`config.mk`:
```
export PLATFORM = sky130hd
export DESIGN_NAME = outlier_rejecting_average_filter_top_flat
export DESIGN_NICKNAME = d
export VERILOG_FILES = /design/src/rtl/orf_pkg.sv /design/src/rtl/orf_if.sv /design/src/rtl/orf_sequencer.sv /design/src/rtl/orf_datapath.sv /design/src/rtl/outlier_rejecting_average_filter_top.sv /design/src/flat_wrapper.sv
export VERILOG_INCLUDE_DIRS = /design/src /design/src/rtl
export SDC_FILE = /design/constraint.sdc
export NUM_CORES = 1
export LEC_CHECK = 0
export BUFFER_PORTS_ARGS = -buffer_cell sky130_fd_sc_hd__buf_4
export CORE_MARGIN = 2
export CORE_UTILIZATION = 50
export DETAILED_ROUTE_END_ITERATION = 8
export PLACE_DENSITY_LB_ADDON = 0.08
export SYNTH_ARGS = -nofsm -noshare
export SYNTH_HDL_FRONTEND = slang
export SYNTH_HIERARCHICAL = 1
export SYNTH_SLANG_ARGS = --single-unit
```
`constraint.sdc`:
```
create_clock -name clk -period 12 [get_ports clk]
set_input_delay 1.8 -clock clk [delete_from_list [all_inputs] [get_ports clk]]
set_output_delay 1.8 -clock clk [all_outputs]
set_load 0.05 [all_outputs]
```
`src/rtl/assert_macros.svh`:
```
// shared assertion macros, clocked on clk, disabled while rst_n is low
`ifndef ASSERT_MACROS_SVH
`define ASSERT_MACROS_SVH

`define ORF_ASSERT(lbl, prop, msg) \
  lbl: assert property (@(posedge clk) disable iff (!rst_n) (prop)) else $error(msg);

`define ORF_ASSERT_IMP(lbl, ante, cons, msg) \
  lbl: assert property (@(posedge clk) disable iff (!rst_n) (ante) |-> (cons)) \
    else $error(msg);

`define ORF_ASSERT_NXT(lbl, ante, cons, msg) \
  lbl: assert property (@(posedge clk) disable iff (!rst_n) (ante) |=> (cons)) \
    else $error(msg);

`endif

```
`src/rtl/orf_pkg.sv`:
```
package orf_pkg;

  localparam int RING_DEPTH_DEF  = 5;
  localparam int SAMPLE_BITS_DEF = 10;

  localparam int SAMPLE_W = 12;
  localparam int LEVEL_W  = 10;
  localparam int COUNT_W  = 3;

  localparam int UC_DEPTH = 7;
  localparam int UPC_W    = 3;

  typedef logic [UPC_W-1:0] upc_t;

  typedef enum logic [2:0] {
    OP_NOP,
    OP_LOAD,
    OP_SUM,
    OP_TEST,
    OP_DIV_INIT,
    OP_DIV,
    OP_OUT
  } uop_t;

  typedef enum logic [2:0] {
    C_NEVER,
    C_ALWAYS,
    C_NO_XFER,
    C_IDX_MORE,
    C_CNT_MORE,
    C_OUT_FREE
  } jcond_t;

  typedef struct packed {
    uop_t   op;
    jcond_t cond;
    upc_t   target;
  } ctrl_word_t;

  typedef struct packed {
    logic idx_last;
    logic cnt_last;
    logic out_busy;
  } dp_status_t;

  localparam upc_t PC_IDLE  = 3'd0;
  localparam upc_t PC_SUM   = 3'd1;
  localparam upc_t PC_TEST  = 3'd2;
  localparam upc_t PC_DIV   = 3'd4;
  localparam upc_t PC_OUT   = 3'd5;
  localparam upc_t PC_STALL = 3'd6;

  // jump taken when cond holds, else fall through to the next word
  localparam ctrl_word_t UCODE [UC_DEPTH] = '{
    '{op: OP_LOAD,     cond: C_NO_XFER,  target: PC_IDLE},
    '{op: OP_SUM,      cond: C_IDX_MORE, target: PC_SUM},
    '{op: OP_TEST,     cond: C_IDX_MORE, target: PC_TEST},
    '{op: OP_DIV_INIT, cond: C_NEVER,    target: PC_IDLE},
    '{op: OP_DIV,      cond: C_CNT_MORE, target: PC_DIV},
    '{op: OP_OUT,      cond: C_OUT_FREE, target: PC_IDLE},
    '{op: OP_NOP,      cond: C_ALWAYS,   target: PC_OUT}
  };

endpackage

```
`src/rtl/orf_if.sv`:
```
interface orf_in_if;
  logic                         valid;
  logic                         ready;
  logic [orf_pkg::SAMPLE_W-1:0] sample;

  modport source (output valid, output sample, input ready);
  modport sink   (input valid, input sample, output ready);
endinterface

interface orf_out_if;
  logic                        valid;
  logic                        ready;
  logic [orf_pkg::LEVEL_W-1:0] level;
  logic [orf_pkg::LEVEL_W-1:0] brightness;
  logic [orf_pkg::COUNT_W-1:0] kept_count;
  logic                        sample_rejected;

  modport source (output valid, output level, output brightness, output kept_count,
                  output sample_rejected, input ready);
  modport sink   (input valid, input level, input brightness, input kept_count,
                  input sample_rejected, output ready);
endinterface

```
`src/rtl/orf_sequencer.sv`:
```
`include "assert_macros.svh"

module orf_sequencer (
  input  logic                clk,
  input  logic                rst_n,
  input  logic                in_valid,
  input  orf_pkg::dp_status_t status,
  output orf_pkg::uop_t       op
);

  orf_pkg::upc_t       pc_r;
  orf_pkg::upc_t       pc_nxt;
  orf_pkg::ctrl_word_t word;
  logic                take;

  assign word = orf_pkg::UCODE[pc_r];
  assign op   = word.op;

  always_comb begin
    case (word.cond)
      orf_pkg::C_NEVER:    take = 1'b0;
      orf_pkg::C_ALWAYS:   take = 1'b1;
      orf_pkg::C_NO_XFER:  take = !in_valid;
      orf_pkg::C_IDX_MORE: take = !status.idx_last;
      orf_pkg::C_CNT_MORE: take = !status.cnt_last;
      orf_pkg::C_OUT_FREE: take = !status.out_busy;
      default:             take = 1'b0;
    endcase
    pc_nxt = take ? word.target : orf_pkg::upc_t'(pc_r + 1'b1);
  end

  always_ff @(posedge clk) begin
    if (!rst_n) begin
      pc_r <= orf_pkg::PC_IDLE;
    end else begin
      pc_r <= pc_nxt;
    end
  end

  `ORF_ASSERT_NXT(a_out_stall, (op == orf_pkg::OP_OUT) && status.out_busy, pc_r == orf_pkg::PC_STALL, "result stall did not hold the sequencer")

endmodule

```
`src/rtl/orf_datapath.sv`:
```
`include "assert_macros.svh"

module orf_datapath #(
  parameter int RING_DEPTH  = orf_pkg::RING_DEPTH_DEF,
  parameter int SAMPLE_BITS = orf_pkg::SAMPLE_BITS_DEF
) (
  input  logic                         clk,
  input  logic                         rst_n,
  input  orf_pkg::uop_t                op,
  input  logic                         in_valid,
  input  logic [orf_pkg::SAMPLE_W-1:0] in_sample,
  input  logic                         out_ready,
  output orf_pkg::dp_status_t          status,
  output logic                         out_valid,
  output logic [orf_pkg::LEVEL_W-1:0]  out_level,
  output logic [orf_pkg::LEVEL_W-1:0]  out_brightness,
  output logic [orf_pkg::COUNT_W-1:0]  out_kept_count,
  output logic                         out_sample_rejected
);

  localparam int IDX_W  = (RING_DEPTH > 1) ? $clog2(RING_DEPTH) : 1;
  localparam int CNT_W  = $clog2(RING_DEPTH + 1);
  localparam int SUM_W  = SAMPLE_BITS + $clog2(RING_DEPTH);
  localparam int CMP_W  = SUM_W + 1;
  localparam int DCNT_W = $clog2(SAMPLE_BITS);

  localparam logic [IDX_W-1:0]       IDX_LAST   = IDX_W'(RING_DEPTH - 1);
  localparam logic [CNT_W-1:0]       DEPTH_CNT  = CNT_W'(RING_DEPTH);
  localparam logic [CMP_W-1:0]       DEPTH_CMP  = CMP_W'(RING_DEPTH);
  localparam logic [SAMPLE_BITS-1:0] FULL_SCALE = '1;

  logic [SAMPLE_BITS-1:0] ring_r   [RING_DEPTH];
  logic [SAMPLE_BITS-1:0] ring_nxt [RING_DEPTH];
  logic [IDX_W-1:0]       slot_r, slot_nxt;
  logic [IDX_W-1:0]       idx_r, idx_nxt;
  logic [SUM_W-1:0]       total_r, total_nxt;
  logic [SUM_W-1:0]       ksum_r, ksum_nxt;
  logic [CNT_W-1:0]       kept_r, kept_nxt;
  logic                   rej_r, rej_nxt;
  logic [CNT_W-1:0]       div_r, div_nxt;
  logic [CNT_W-1:0]       rem_r, rem_nxt;
  logic [SAMPLE_BITS-1:0] quo_r, quo_nxt;
  logic [DCNT_W-1:0]      cnt_r, cnt_nxt;

  logic                         out_valid_r, out_valid_nxt;
  logic [orf_pkg::LEVEL_W-1:0]  level_r, level_nxt;
  logic [orf_pkg::LEVEL_W-1:0]  bright_r, bright_nxt;
  logic [orf_pkg::COUNT_W-1:0]  okept_r, okept_nxt;
  logic                         orej_r, orej_nxt;

  logic [SAMPLE_BITS-1:0] x;
  logic                   in_rej;
  logic [CMP_W-1:0]       two_s;
  logic [CMP_W-1:0]       dx;
  logic                   keep;
  logic [SUM_W-1:0]       num;
  logic [CNT_W:0]         trial;
  logic [CNT_W:0]         diff;
  logic                   ge;
  logic                   out_busy;

  assign x        = ring_r[idx_r];
  assign in_rej   = |(in_sample >> SAMPLE_BITS);
  assign two_s    = {total_r, 1'b0};
  assign dx       = CMP_W'(x) * DEPTH_CMP;
  // 2S > D*x and S < 2D*x
  assign keep     = (two_s > dx) && ({1'b0, total_r} < {dx[CMP_W-2:0], 1'b0});
  assign num      = (kept_r != '0) ? ksum_r : total_r;
  assign trial    = {rem_r, quo_r[SAMPLE_BITS-1]};
  assign diff     = trial - {1'b0, div_r};
  assign ge       = trial >= {1'b0, div_r};
  assign out_busy = out_valid_r && !out_ready;

  assign status.idx_last = (idx_r == IDX_LAST);
  assign status.cnt_last = (cnt_r == '0);
  assign status.out_busy = out_busy;

  always_comb begin
    ring_nxt      = ring_r;
    slot_nxt      = slot_r;
    idx_nxt       = idx_r;
    total_nxt     = total_r;
    ksum_nxt      = ksum_r;
    kept_nxt      = kept_r;
    rej_nxt       = rej_r;
    div_nxt       = div_r;
    rem_nxt       = rem_r;
    quo_nxt       = quo_r;
    cnt_nxt       = cnt_r;
    level_nxt     = level_r;
    bright_nxt    = bright_r;
    okept_nxt     = okept_r;
    orej_nxt      = orej_r;
    out_valid_nxt = out_busy;
    case (op)
      orf_pkg::OP_LOAD: begin
        if (in_valid) begin
          if (!in_rej) begin
            ring_nxt[slot_r] = SAMPLE_BITS'(in_sample);
            slot_nxt = (slot_r == IDX_LAST) ? '0 : IDX_W'(slot_r + 1'b1);
          end
          rej_nxt   = in_rej;
          total_nxt = '0;
          ksum_nxt  = '0;
          kept_nxt  = '0;
          idx_nxt   = '0;
        end
      end
      orf_pkg::OP_SUM: begin
        total_nxt = SUM_W'(total_r + SUM_W'(x));
        idx_nxt   = status.idx_last ? '0 : IDX_W'(idx_r + 1'b1);
      end
      orf_pkg::OP_TEST: begin
        if (keep) begin
          ksum_nxt = SUM_W'(ksum_r + SUM_W'(x));
          kept_nxt = CNT_W'(kept_r + 1'b1);
        end
        idx_nxt = status.idx_last ? '0 : IDX_W'(idx_r + 1'b1);
      end
      orf_pkg::OP_DIV_INIT: begin
        div_nxt = (kept_r != '0) ? kept_r : DEPTH_CNT;
        rem_nxt = CNT_W'(num >> SAMPLE_BITS);
        quo_nxt = num[SAMPLE_BITS-1:0];
        cnt_nxt = DCNT_W'(SAMPLE_BITS - 1);
      end
      orf_pkg::OP_DIV: begin
        rem_nxt = ge ? diff[CNT_W-1:0] : trial[CNT_W-1:0];
        quo_nxt = {quo_r[SAMPLE_BITS-2:0], ge};
        cnt_nxt = DCNT_W'(cnt_r - 1'b1);
      end
      orf_pkg::OP_OUT: begin
        if (!out_busy) begin
          out_valid_nxt = 1'b1;
          level_nxt     = orf_pkg::LEVEL_W'(quo_r);
          bright_nxt    = orf_pkg::LEVEL_W'(FULL_SCALE - quo_r);
          okept_nxt     = orf_pkg::COUNT_W'(kept_r);
          orej_nxt      = rej_r;
        end
      end
      default: begin
      end
    endcase
  end

  always_ff @(posedge clk) begin
    if (!rst_n) begin
      ring_r      <= '{default: '0};
      slot_r      <= '0;
      out_valid_r <= 1'b0;
    end else begin
      ring_r      <= ring_nxt;
      slot_r      <= slot_nxt;
      out_valid_r <= out_valid_nxt;
    end
  end

  always_ff @(posedge clk) begin
    idx_r    <= idx_nxt;
    total_r  <= total_nxt;
    ksum_r   <= ksum_nxt;
    kept_r   <= kept_nxt;
    rej_r    <= rej_nxt;
    div_r    <= div_nxt;
    rem_r    <= rem_nxt;
    quo_r    <= quo_nxt;
    cnt_r    <= cnt_nxt;
    level_r  <= level_nxt;
    bright_r <= bright_nxt;
    okept_r  <= okept_nxt;
    orej_r   <= orej_nxt;
  end

  assign out_valid           = out_valid_r;
  assign out_level           = level_r;
  assign out_brightness      = bright_r;
  assign out_kept_count      = okept_r;
  assign out_sample_rejected = orej_r;

  `ORF_ASSERT(a_slot_range, slot_r <= IDX_LAST, "write slot out of ring range")
  `ORF_ASSERT_IMP(a_div_rem, op == orf_pkg::OP_DIV, rem_r < div_r, "partial remainder not below divisor")
  `ORF_ASSERT_NXT(a_rej_hold, (op == orf_pkg::OP_LOAD) && in_valid && in_rej, $stable(slot_r) && rej_r, "rejected sample moved the write slot")
  `ORF_ASSERT_IMP(a_kept_max, op == orf_pkg::OP_DIV_INIT, kept_r <= DEPTH_CNT, "inlier count above ring depth")

endmodule

```
`src/rtl/outlier_rejecting_average_filter_top.sv`:
```
// outlier rejecting average filter
// in_ch carries one 12-bit converter sample per transfer (valid/ready).
// a sample above the full-scale value is not stored; otherwise it goes into
// a ring of RING_DEPTH entries that starts at zero. every input transfer
// gives exactly one result on out_ch: the level (mean of the ring entries
// lying between half and twice the ring mean, or the plain ring mean when
// none do), full scale minus the level, the inlier count and a rejected flag.
// a small microcode table steps one shared datapath: one ring entry per
// cycle for the sum, one per cycle for the inlier test, then one quotient
// bit per cycle in a restoring divider.
// in_ch is ready only in the load step, so a new sample is taken only
// after the previous result has gone into the output register.
// the result sits in an output register; a stalled receiver holds the
// sequencer in its output step until the result is taken.
// reset clears the ring, the write slot, the sequencer and out valid.
module outlier_rejecting_average_filter_top #(
  parameter int RING_DEPTH  = orf_pkg::RING_DEPTH_DEF,
  parameter int SAMPLE_BITS = orf_pkg::SAMPLE_BITS_DEF
) (
  input  logic         clk,
  input  logic         rst_n,
  orf_in_if.sink       in_ch,
  orf_out_if.source    out_ch
);

  orf_pkg::uop_t       op;
  orf_pkg::dp_status_t status;

  assign in_ch.ready = (op == orf_pkg::OP_LOAD);

  orf_sequencer u_seq (
    .clk      (clk),
    .rst_n    (rst_n),
    .in_valid (in_ch.valid),
    .status   (status),
    .op       (op)
  );

  orf_datapath #(
    .RING_DEPTH  (RING_DEPTH),
    .SAMPLE_BITS (SAMPLE_BITS)
  ) u_dp (
    .clk                 (clk),
    .rst_n               (rst_n),
    .op                  (op),
    .in_valid            (in_ch.valid),
    .in_sample           (in_ch.sample),
    .out_ready           (out_ch.ready),
    .status              (status),
    .out_valid           (out_ch.valid),
    .out_level           (out_ch.level),
    .out_brightness      (out_ch.brightness),
    .out_kept_count      (out_ch.kept_count),
    .out_sample_rejected (out_ch.sample_rejected)
  );

endmodule
```
`src/flat_wrapper.sv`:
```
// flat-port wrapper written by rule: the top's interface ports become plain ports
module outlier_rejecting_average_filter_top_flat 
#(
  parameter int RING_DEPTH  = orf_pkg::RING_DEPTH_DEF,
  parameter int SAMPLE_BITS = orf_pkg::SAMPLE_BITS_DEF
)
  (clk, rst_n, in_ch_valid, in_ch_sample, in_ch_ready, out_ch_valid, out_ch_level, out_ch_brightness, out_ch_kept_count, out_ch_sample_rejected, out_ch_ready);
  orf_in_if in_ch_i ();
  orf_out_if out_ch_i ();
  input  logic clk;
  input  logic rst_n;
  input wire logic [$bits(in_ch_i.valid)-1:0] in_ch_valid;
  input wire logic [$bits(in_ch_i.sample)-1:0] in_ch_sample;
  output wire logic [$bits(in_ch_i.ready)-1:0] in_ch_ready;
  output wire logic [$bits(out_ch_i.valid)-1:0] out_ch_valid;
  output wire logic [$bits(out_ch_i.level)-1:0] out_ch_level;
  output wire logic [$bits(out_ch_i.brightness)-1:0] out_ch_brightness;
  output wire logic [$bits(out_ch_i.kept_count)-1:0] out_ch_kept_count;
  output wire logic [$bits(out_ch_i.sample_rejected)-1:0] out_ch_sample_rejected;
  input wire logic [$bits(out_ch_i.ready)-1:0] out_ch_ready;
  assign in_ch_i.valid = in_ch_valid;
  assign in_ch_i.sample = in_ch_sample;
  assign in_ch_ready = in_ch_i.ready;
  assign out_ch_valid = out_ch_i.valid;
  assign out_ch_level = out_ch_i.level;
  assign out_ch_brightness = out_ch_i.brightness;
  assign out_ch_kept_count = out_ch_i.kept_count;
  assign out_ch_sample_rejected = out_ch_i.sample_rejected;
  assign out_ch_i.ready = out_ch_ready;
  outlier_rejecting_average_filter_top #(.RING_DEPTH(RING_DEPTH), .SAMPLE_BITS(SAMPLE_BITS)) u_core (.clk(clk), .rst_n(rst_n), .in_ch(in_ch_i), .out_ch(out_ch_i));
endmodule
```
# ---- Word level (Yosys, flattened, before mapping)
# Memories as Yosys holds them, arrays and structs flattened.
# Index checks and enable logic that the tools add are counted.
# W data, S select, Z words.
dict set report word_totals {
  reg_bits 134
  mem_bits_ro 72
  inputBits 16
  out_inout_bits 26
  wordCells 107
  memories 1
}
dict set report op_classes {
  add_sub_neg 9
  n_mul 1
  order_cmp 7
  n_eq_ne 15
  muxes 26
  n_bitwise 5
  n_reduce_logical 22
}
# name words word_bits read_ports rd_ports_with_merged_regs write_ports line_no
set memory_table {}
lappend memory_table {{(no name shown)} 8 9 1 0 0 orf_sequencer.sv:16} ;# assign word = orf_pkg::UCODE[pc_r];
# operator n
set ops {}
lappend ops {{$pmux W13 S2} 2}
lappend ops {{$bwmux W50} 1}
lappend ops {{$mux W13} 3}
lappend ops {{$bmux W10 S3} 1}
lappend ops {{$demux W10 S3} 1}
lappend ops {{$mux W10} 3}
lappend ops {{$add A13 B10 Y13} 2}
lappend ops {{$eq A3 B3 Y1 const B} 7}
lappend ops {{$pmux W10 S2} 1}
lappend ops {{$mux W3} 6}
lappend ops {{$mux W9} 2}
lappend ops {{$pmux W3 S2} 3}
lappend ops {{$gt A14 B13 Y1} 1}
lappend ops {{$lt A13 B14 Y1} 1}
lappend ops {{$mul A10 B3 Y13 const B} 1}
lappend ops {{$add A3 B1 Y3 const B} 4}
lappend ops {{$eq A3 B2 Y1 const B} 4}
lappend ops {{$ge A4 B4 Y1 const B} 3}
lappend ops {{$not A3 Y4} 3}
lappend ops {{$sub A10 B10 Y10 const A} 1}
lappend ops {{$pmux W4 S2} 1}
lappend ops {{$reduce_and A2 Y1} 4}
lappend ops {{$reduce_bool A2 Y1} 4}
lappend ops {{$eq A3 B1 Y1 const B} 2}
lappend ops {{other kinds (14)} 24}

# ---- Longest topological paths before layout
dict set report depth {
  word_depth 9
  depth_mapped 24
}

# ---- By module
# The synthesis kept the hierarchy.
# mod instances cells_per_inst area_each_um2 seq_area_each_um2
set by_module_without_submodules {}
lappend by_module_without_submodules {orf_datapath 1 750 7806.2 3393.3}
lappend by_module_without_submodules {orf_sequencer 1 41 390.4 60.1}
lappend by_module_without_submodules {outlier_rejecting_average_filter_top 1 1 12.5 0.0}

# ---- Least setup slack after synthesis
# Ideal clock, no wire load.
dict set report synth_timing {
  path_kind {register -> register}
  startpoint {register u_core.u_dp.idx_r[2]}
  endpoint {register u_core.u_dp.kept_r[0] (enable)}
  setup_ns 0.401
  arrival_ns 5.151
  required_time_ns 11.599
  path_slack_ns 6.448
  stages_incl_launch_ff 23
  synth_period_minus_slack_ns 5.552
  cell_sequence {edfxtp_1 -> buf_6 -> clkbuf_1 -> mux2i_1 -> nor2_1 -> a21oi_1 -> o22a_1 -> inv_1 -> ha_1 -> ha_1 -> a211o_1 -> a211oi_2 -> or2_2 -> nand2b_1 -> a21oi_1 -> xor2_1 -> ha_1 -> nand3_1 -> nor3_1 -> o211ai_1 -> a22oi_1 -> a21oi_1 -> o41ai_2}
}
dict set report synth_via {
  elab_chain_cells 9
  elab_cells_between_ends 10
  classes_between {mul (1); order compare (2); eq/ne (1); mux (3); bitwise (1); reduce/logical (2)}
}
# element line_no
set synth_rtl {}
lappend synth_rtl {{start, declared} orf_datapath.sv:35} ;# logic [IDX_W-1:0] idx_r, idx_nxt;
lappend synth_rtl {{start signal, assigned} orf_datapath.sv:158} ;# idx_r <= idx_nxt;
lappend synth_rtl {{$not A3 Y4 (not written as such) (*)} orf_datapath.sv:62} ;# assign x = ring_r[idx_r];
lappend synth_rtl {{$bmux W10 S3 (*)} orf_datapath.sv:62}
lappend synth_rtl {{$mux W10 (not written as such) (*) (2 in series)} orf_datapath.sv:62}
lappend synth_rtl {{$mul A10 B3 Y13 (*)} orf_datapath.sv:65} ;# assign dx = CMP_W'(x) * DEPTH_CMP;
lappend synth_rtl {{$gt A14 B13 Y1 or $lt A13 B14 Y1 (tied branches)} orf_datapath.sv:67} ;# assign keep = (two_s > dx) && ({1'b0, total_r} < {dx[CMP_W-2:0], 1'b0});
lappend synth_rtl {{$logic_and A1 B1 Y1 (*)} orf_datapath.sv:67}
lappend synth_rtl {{$ne A2 B2 Y1 (no line) (*)} -}
lappend synth_rtl {{$reduce_and A3 Y1 (no line) (*)} -}
lappend synth_rtl {{end signal, assigned} orf_datapath.sv:161} ;# kept_r <= kept_nxt;
lappend synth_rtl {{end, declared} orf_datapath.sv:38} ;# logic [CNT_W-1:0] kept_r, kept_nxt;
# Mark *: on every way between the ends. The rest lies on a longest branch, timed or not. The select of a mux whose other input is x is not followed.
# A chain may end at the register's enable or synchronous reset.

# ---- Worst setup path in the final report
dict set report layout_timing {
  startpoint {register u_core.u_dp.idx_r[0]}
  endpoint {register u_core.u_dp.kept_r[2] (enable)}
}
# The elaborated chain is that of the path after synthesis.

==> results.yml <==
status:
  status: "finished, final reports clean"
min_path:
  holdPathStages: 0
  holdPathEnd: "u_core/u_dp/out_sample_rejected$_DFFE_PP_"
  min_path_type: "flip-flop to flip-flop"
  holdCritStartpoint: "u_core/u_dp/rej_r$_DFFE_PP_"
yosys:
  synth_area_mm2: 0.00821
  synth_edf_count: 77
  ys_seq_area_frac: 0.421
  synth-seq-cells: 134
  synth_top_family_by_area: "simple AND/OR/NAND/NOR gates"
  syn_nets: 884
  synth_warnings: 6
  yosys_most_used_dff: "edfxtp_1"
  synthAdderAreaFrac: 0.119
  synth_compound_area_frac: 0.134
  synth.avg_cell_area_um2: 10.4
  synthSimpleGateAreaFrac: 0.156
  syn_inst: 792
  synthMuxAreaShare: 0.111
  synth_cell_types: 75
  async_flop_share: 0
  synth_xor_area_frac: 0.0160
pwr:
  peakVddDrop_v: 0.000105
  leakagePower_nw: 3.76
  powerDensity_mw_per_mm2: 214
floorplanning:
  die_h_um: 132
  die_area_mm2: 0.0175
  row_count: 46
  die_w_um: 132
  core_area_mm2: 0.0159
  initial_core_util: 0.515
  io_pins: 42
clock_tree:
  cts-root-buf: "clkbuf_16"
  cts_max_path_buffers: 2
  post_cts_buffers: 0
  cts_max_level: 4
  ctsHoldBuffers: 0
  numCtsBuffers: 17
  clock-sinks: 134
  clk_latency_ns: 0.42
  ctsResizeCount: 0
  clk_pin_slew_ns: 0.06
  cts_tree: "done"
finish:
  final_util: 0.581
  multi_input_area_mm2: 0.00443
  syn_to_final_growth_pct: 12.8
  regArea_mm2: 0.00345
  fillCellCount: 1398
  drive_above_1_share: 0.134
  nets: 920
  num_antenna_cells: 0
routing:
  top_layer_used: "met4"
  via_per_inst: 5.58
  drc: 0
  routed_wirelength_um: 18000
  wl_met1_um: 8440
  wl_met3_um: 600
  drtAntennaViolNets: 0
  wl_met2_um: 8560
  wl_per_cell_um: 17.0
  route.vias.total: 5897
  drt_iter0_markers: 339
  firstDrtPassIters: 5
worst_setup_path:
  crit_required_ns: 12.11
  reg2reg_slack_ns: 6.04
  reg2reg_from: "u_core/u_dp/idx_r[0]$_SDFFCE_PP0P_"
  ff2ff_path_depth: 20
  critPathKind: "flip-flop to flip-flop"
  reg2reg_to: "u_core/u_dp/kept_r[2]$_SDFFCE_PN0P_"
  worstPathArrival_ns: 6.07
  path_max_fanout: 25
  crit_path_start_kind: "flip-flop"
  end_kind: "flip-flop"
sta:
  hold_slack_ns: 0.433
  finalCriticalPeriod_ns: 5.96
  finClkSkew_ns: 0.00872
  fin_crit_sh: 0.497
  setup_viol: 0
  hold_viol: 0
  rsz0062_at_grt: "false"
  slew_headroom: 0.255
  setup_tns_ns: 0
  worst_pin_slew_ns: 1.12
  fmax_ghz: 0.168
  slew_viol_final: 0
placed_design:
  gp_congestion: 0.884
  hpwl_um: 13500
  port_buffers: 41
global_routing:
  grt_max_degree: 59
  grt-ovfl-total: 0
  grt_pass1_vias: 5926
  antenna_found_initial: 0
  grtUsageTotal: 0.214
  grt_pass1_wl_um: 29800
run:
  max-cap-violations: 0
-- power breakdown --
part	internal, mW	switching [mW]	leakage [nW]
logic	0.303	0.450	2.33
registers	0.622	0.120	1.18
clock network	0.284	0.202	0.258
-- cells in the mapped netlist (5+ instances only) --
| cell type | instances | area (um2) |
|---|---|---|
| mux2i_1 | 88 | 881 |
| edfxtp_1 | 77 | 2310 |
| ha_1 | 72 | 901 |
| nor2b_1 | 64 | 400 |
| dfxtp_1 | 57 | 1140 |
| inv_1 | 50 | 188 |
| nor2_1 | 45 | 169 |
| a21oi_1 | 43 | 215 |
| nand2_1 | 41 | 154 |
| o21ai_0 | 33 | 165 |
| clkbuf_1 | 16 | 60.1 |
| nor3_1 | 15 | 75.1 |
| nand2b_1 | 13 | 81.3 |
| a21o_1 | 10 | 75.1 |
| xnor2_1 | 10 | 87.6 |
| a211oi_1 | 9 | 67.6 |
| nand3_1 | 9 | 45.0 |
| o22ai_1 | 8 | 50.1 |
| or3_1 | 8 | 50.1 |
| o21a_1 | 7 | 52.6 |
| or2_2 | 7 | 43.8 |
| buf_2 | 6 | 30.0 |
| a21boi_0 | 5 | 37.5 |
| and2_1 | 5 | 31.3 |
| buf_6 | 5 | 56.3 |
| o211ai_1 | 5 | 37.5 |
| xor2_1 | 5 | 43.8 |
-- logic make-up (layout without fill, tap and decap cells) --
group	after synthesis	after routing
flops	134	134
xor+xnor	15	15
simple gates	235	235
mux	90	90
fa+ha+maj	76	76
buf+inv	83	132
compound gates	159	159
-- routing by layer --
metal	up-vias	track usage
met3	28	0.0384
met5	-	0
met2	106	0.351
li1	2928	-
met4	0	0.0827
met1	2835	0.282
-- worst max-delay path: stages, from the launching register on --
cell	delay (ns)
edfxtp_1	1.01
nor2b_4	0.44
a21oi_1	0.12
o22ai_1	0.42
ha_1	0.34
ha_1	0.33
a211o_1	0.35
a211oi_2	0.29
or2_2	0.19
nand2b_1	0.06
a21oi_1	0.17
xor2_1	0.25
ha_1	0.30
nand2_1	0.10
nor2_1	0.06
o21ai_0	0.11
a2111oi_2	0.06
nor3_1	0.19
nor3_1	0.11
o41ai_4	0.44
buf_4	0.31
-- stage by stage --
stage                     area, um2  cells  total power, mW  worst slack, ns
after CTS                      9260   1057             1.99             6.06
after global placement         8710   1025             1.47             6.28
after global routing           9260   1057             2.11             5.53
after floorplan                8210    792             1.28             6.45
final                          9260   1057             1.98             6.04
after detailed placement       8710   1025             1.49             6.09
-- state kept, by name, indices dropped and copies added (netlist names) --
signal	count
u_core/u_dp/out_level	10
u_core/u_dp/kept_r	3
u_core/u_seq/pc_r	3
u_core/u_dp/out_sample_rejected	1
u_core/u_dp/total_r	13
u_core/u_dp/out_valid	1
u_core/u_dp/ksum_r	13
u_core/u_dp/div_r	3
u_core/u_dp/quo_r	10
u_core/u_dp/cnt_r	4
u_core/u_dp/out_brightness	10
u_core/u_dp/ring_r	50
u_core/u_dp/out_kept_count	3
u_core/u_dp/idx_r	3
u_core/u_dp/rej_r	1
u_core/u_dp/rem_r	3
u_core/u_dp/slot_r	3
-- area by class of cell --
class / count / area share
Sequential cell: 134 / 0.373
Multi-Input combinational cell: 575 / 0.478
Inverter: 52 / 0.0211
Clock buffer: 17 / 0.0459
Tap cell: 216 / 0.0292
Timing Repair Buffer: 48 / 0.0389
Clock inverter: 15 / 0.0139
-- worst max-delay path by stage --
stage	depth (start not counted)	slack [ns]	start	end
after detailed placement	20	6.09	u_core/u_dp/idx_r[0]$_SDFFCE_PP0P_	u_core/u_dp/ksum_r[5]$_SDFFCE_PN0P_
final	20	6.04	u_core/u_dp/idx_r[0]$_SDFFCE_PP0P_	u_core/u_dp/kept_r[2]$_SDFFCE_PN0P_
after CTS	20	6.06	u_core/u_dp/idx_r[0]$_SDFFCE_PP0P_	u_core/u_dp/kept_r[1]$_SDFFCE_PN0P_
after floorplan	22	6.45	u_core/u_dp/idx_r[2]$_SDFFCE_PP0P_	u_core/u_dp/kept_r[0]$_SDFFCE_PN0P_
after global placement	20	6.28	u_core/u_dp/idx_r[0]$_SDFFCE_PP0P_	u_core/u_dp/ksum_r[5]$_SDFFCE_PN0P_
after global routing	19	5.53	u_core/u_dp/idx_r[0]$_SDFFCE_PP0P_	u_core/u_dp/kept_r[0]$_SDFFCE_PN0P_
-- placed cells by master (no fill, tap or decap), types with 17 or more instances in the layout --
cell type / synthesis / final
ha_1: 72 / 72
nor2b_1: 64 / 64
nor2_1: 45 / 44
edfxtp_1: 77 / 77
inv_1: 50 / 50
clkbuf_16: 0 / 17
mux2i_1: 88 / 88
buf_4: 1 / 48
nand2_1: 41 / 41
o21ai_0: 33 / 33
dfxtp_1: 57 / 57
a21oi_1: 43 / 43
Power figures use the tool's default switching activity.
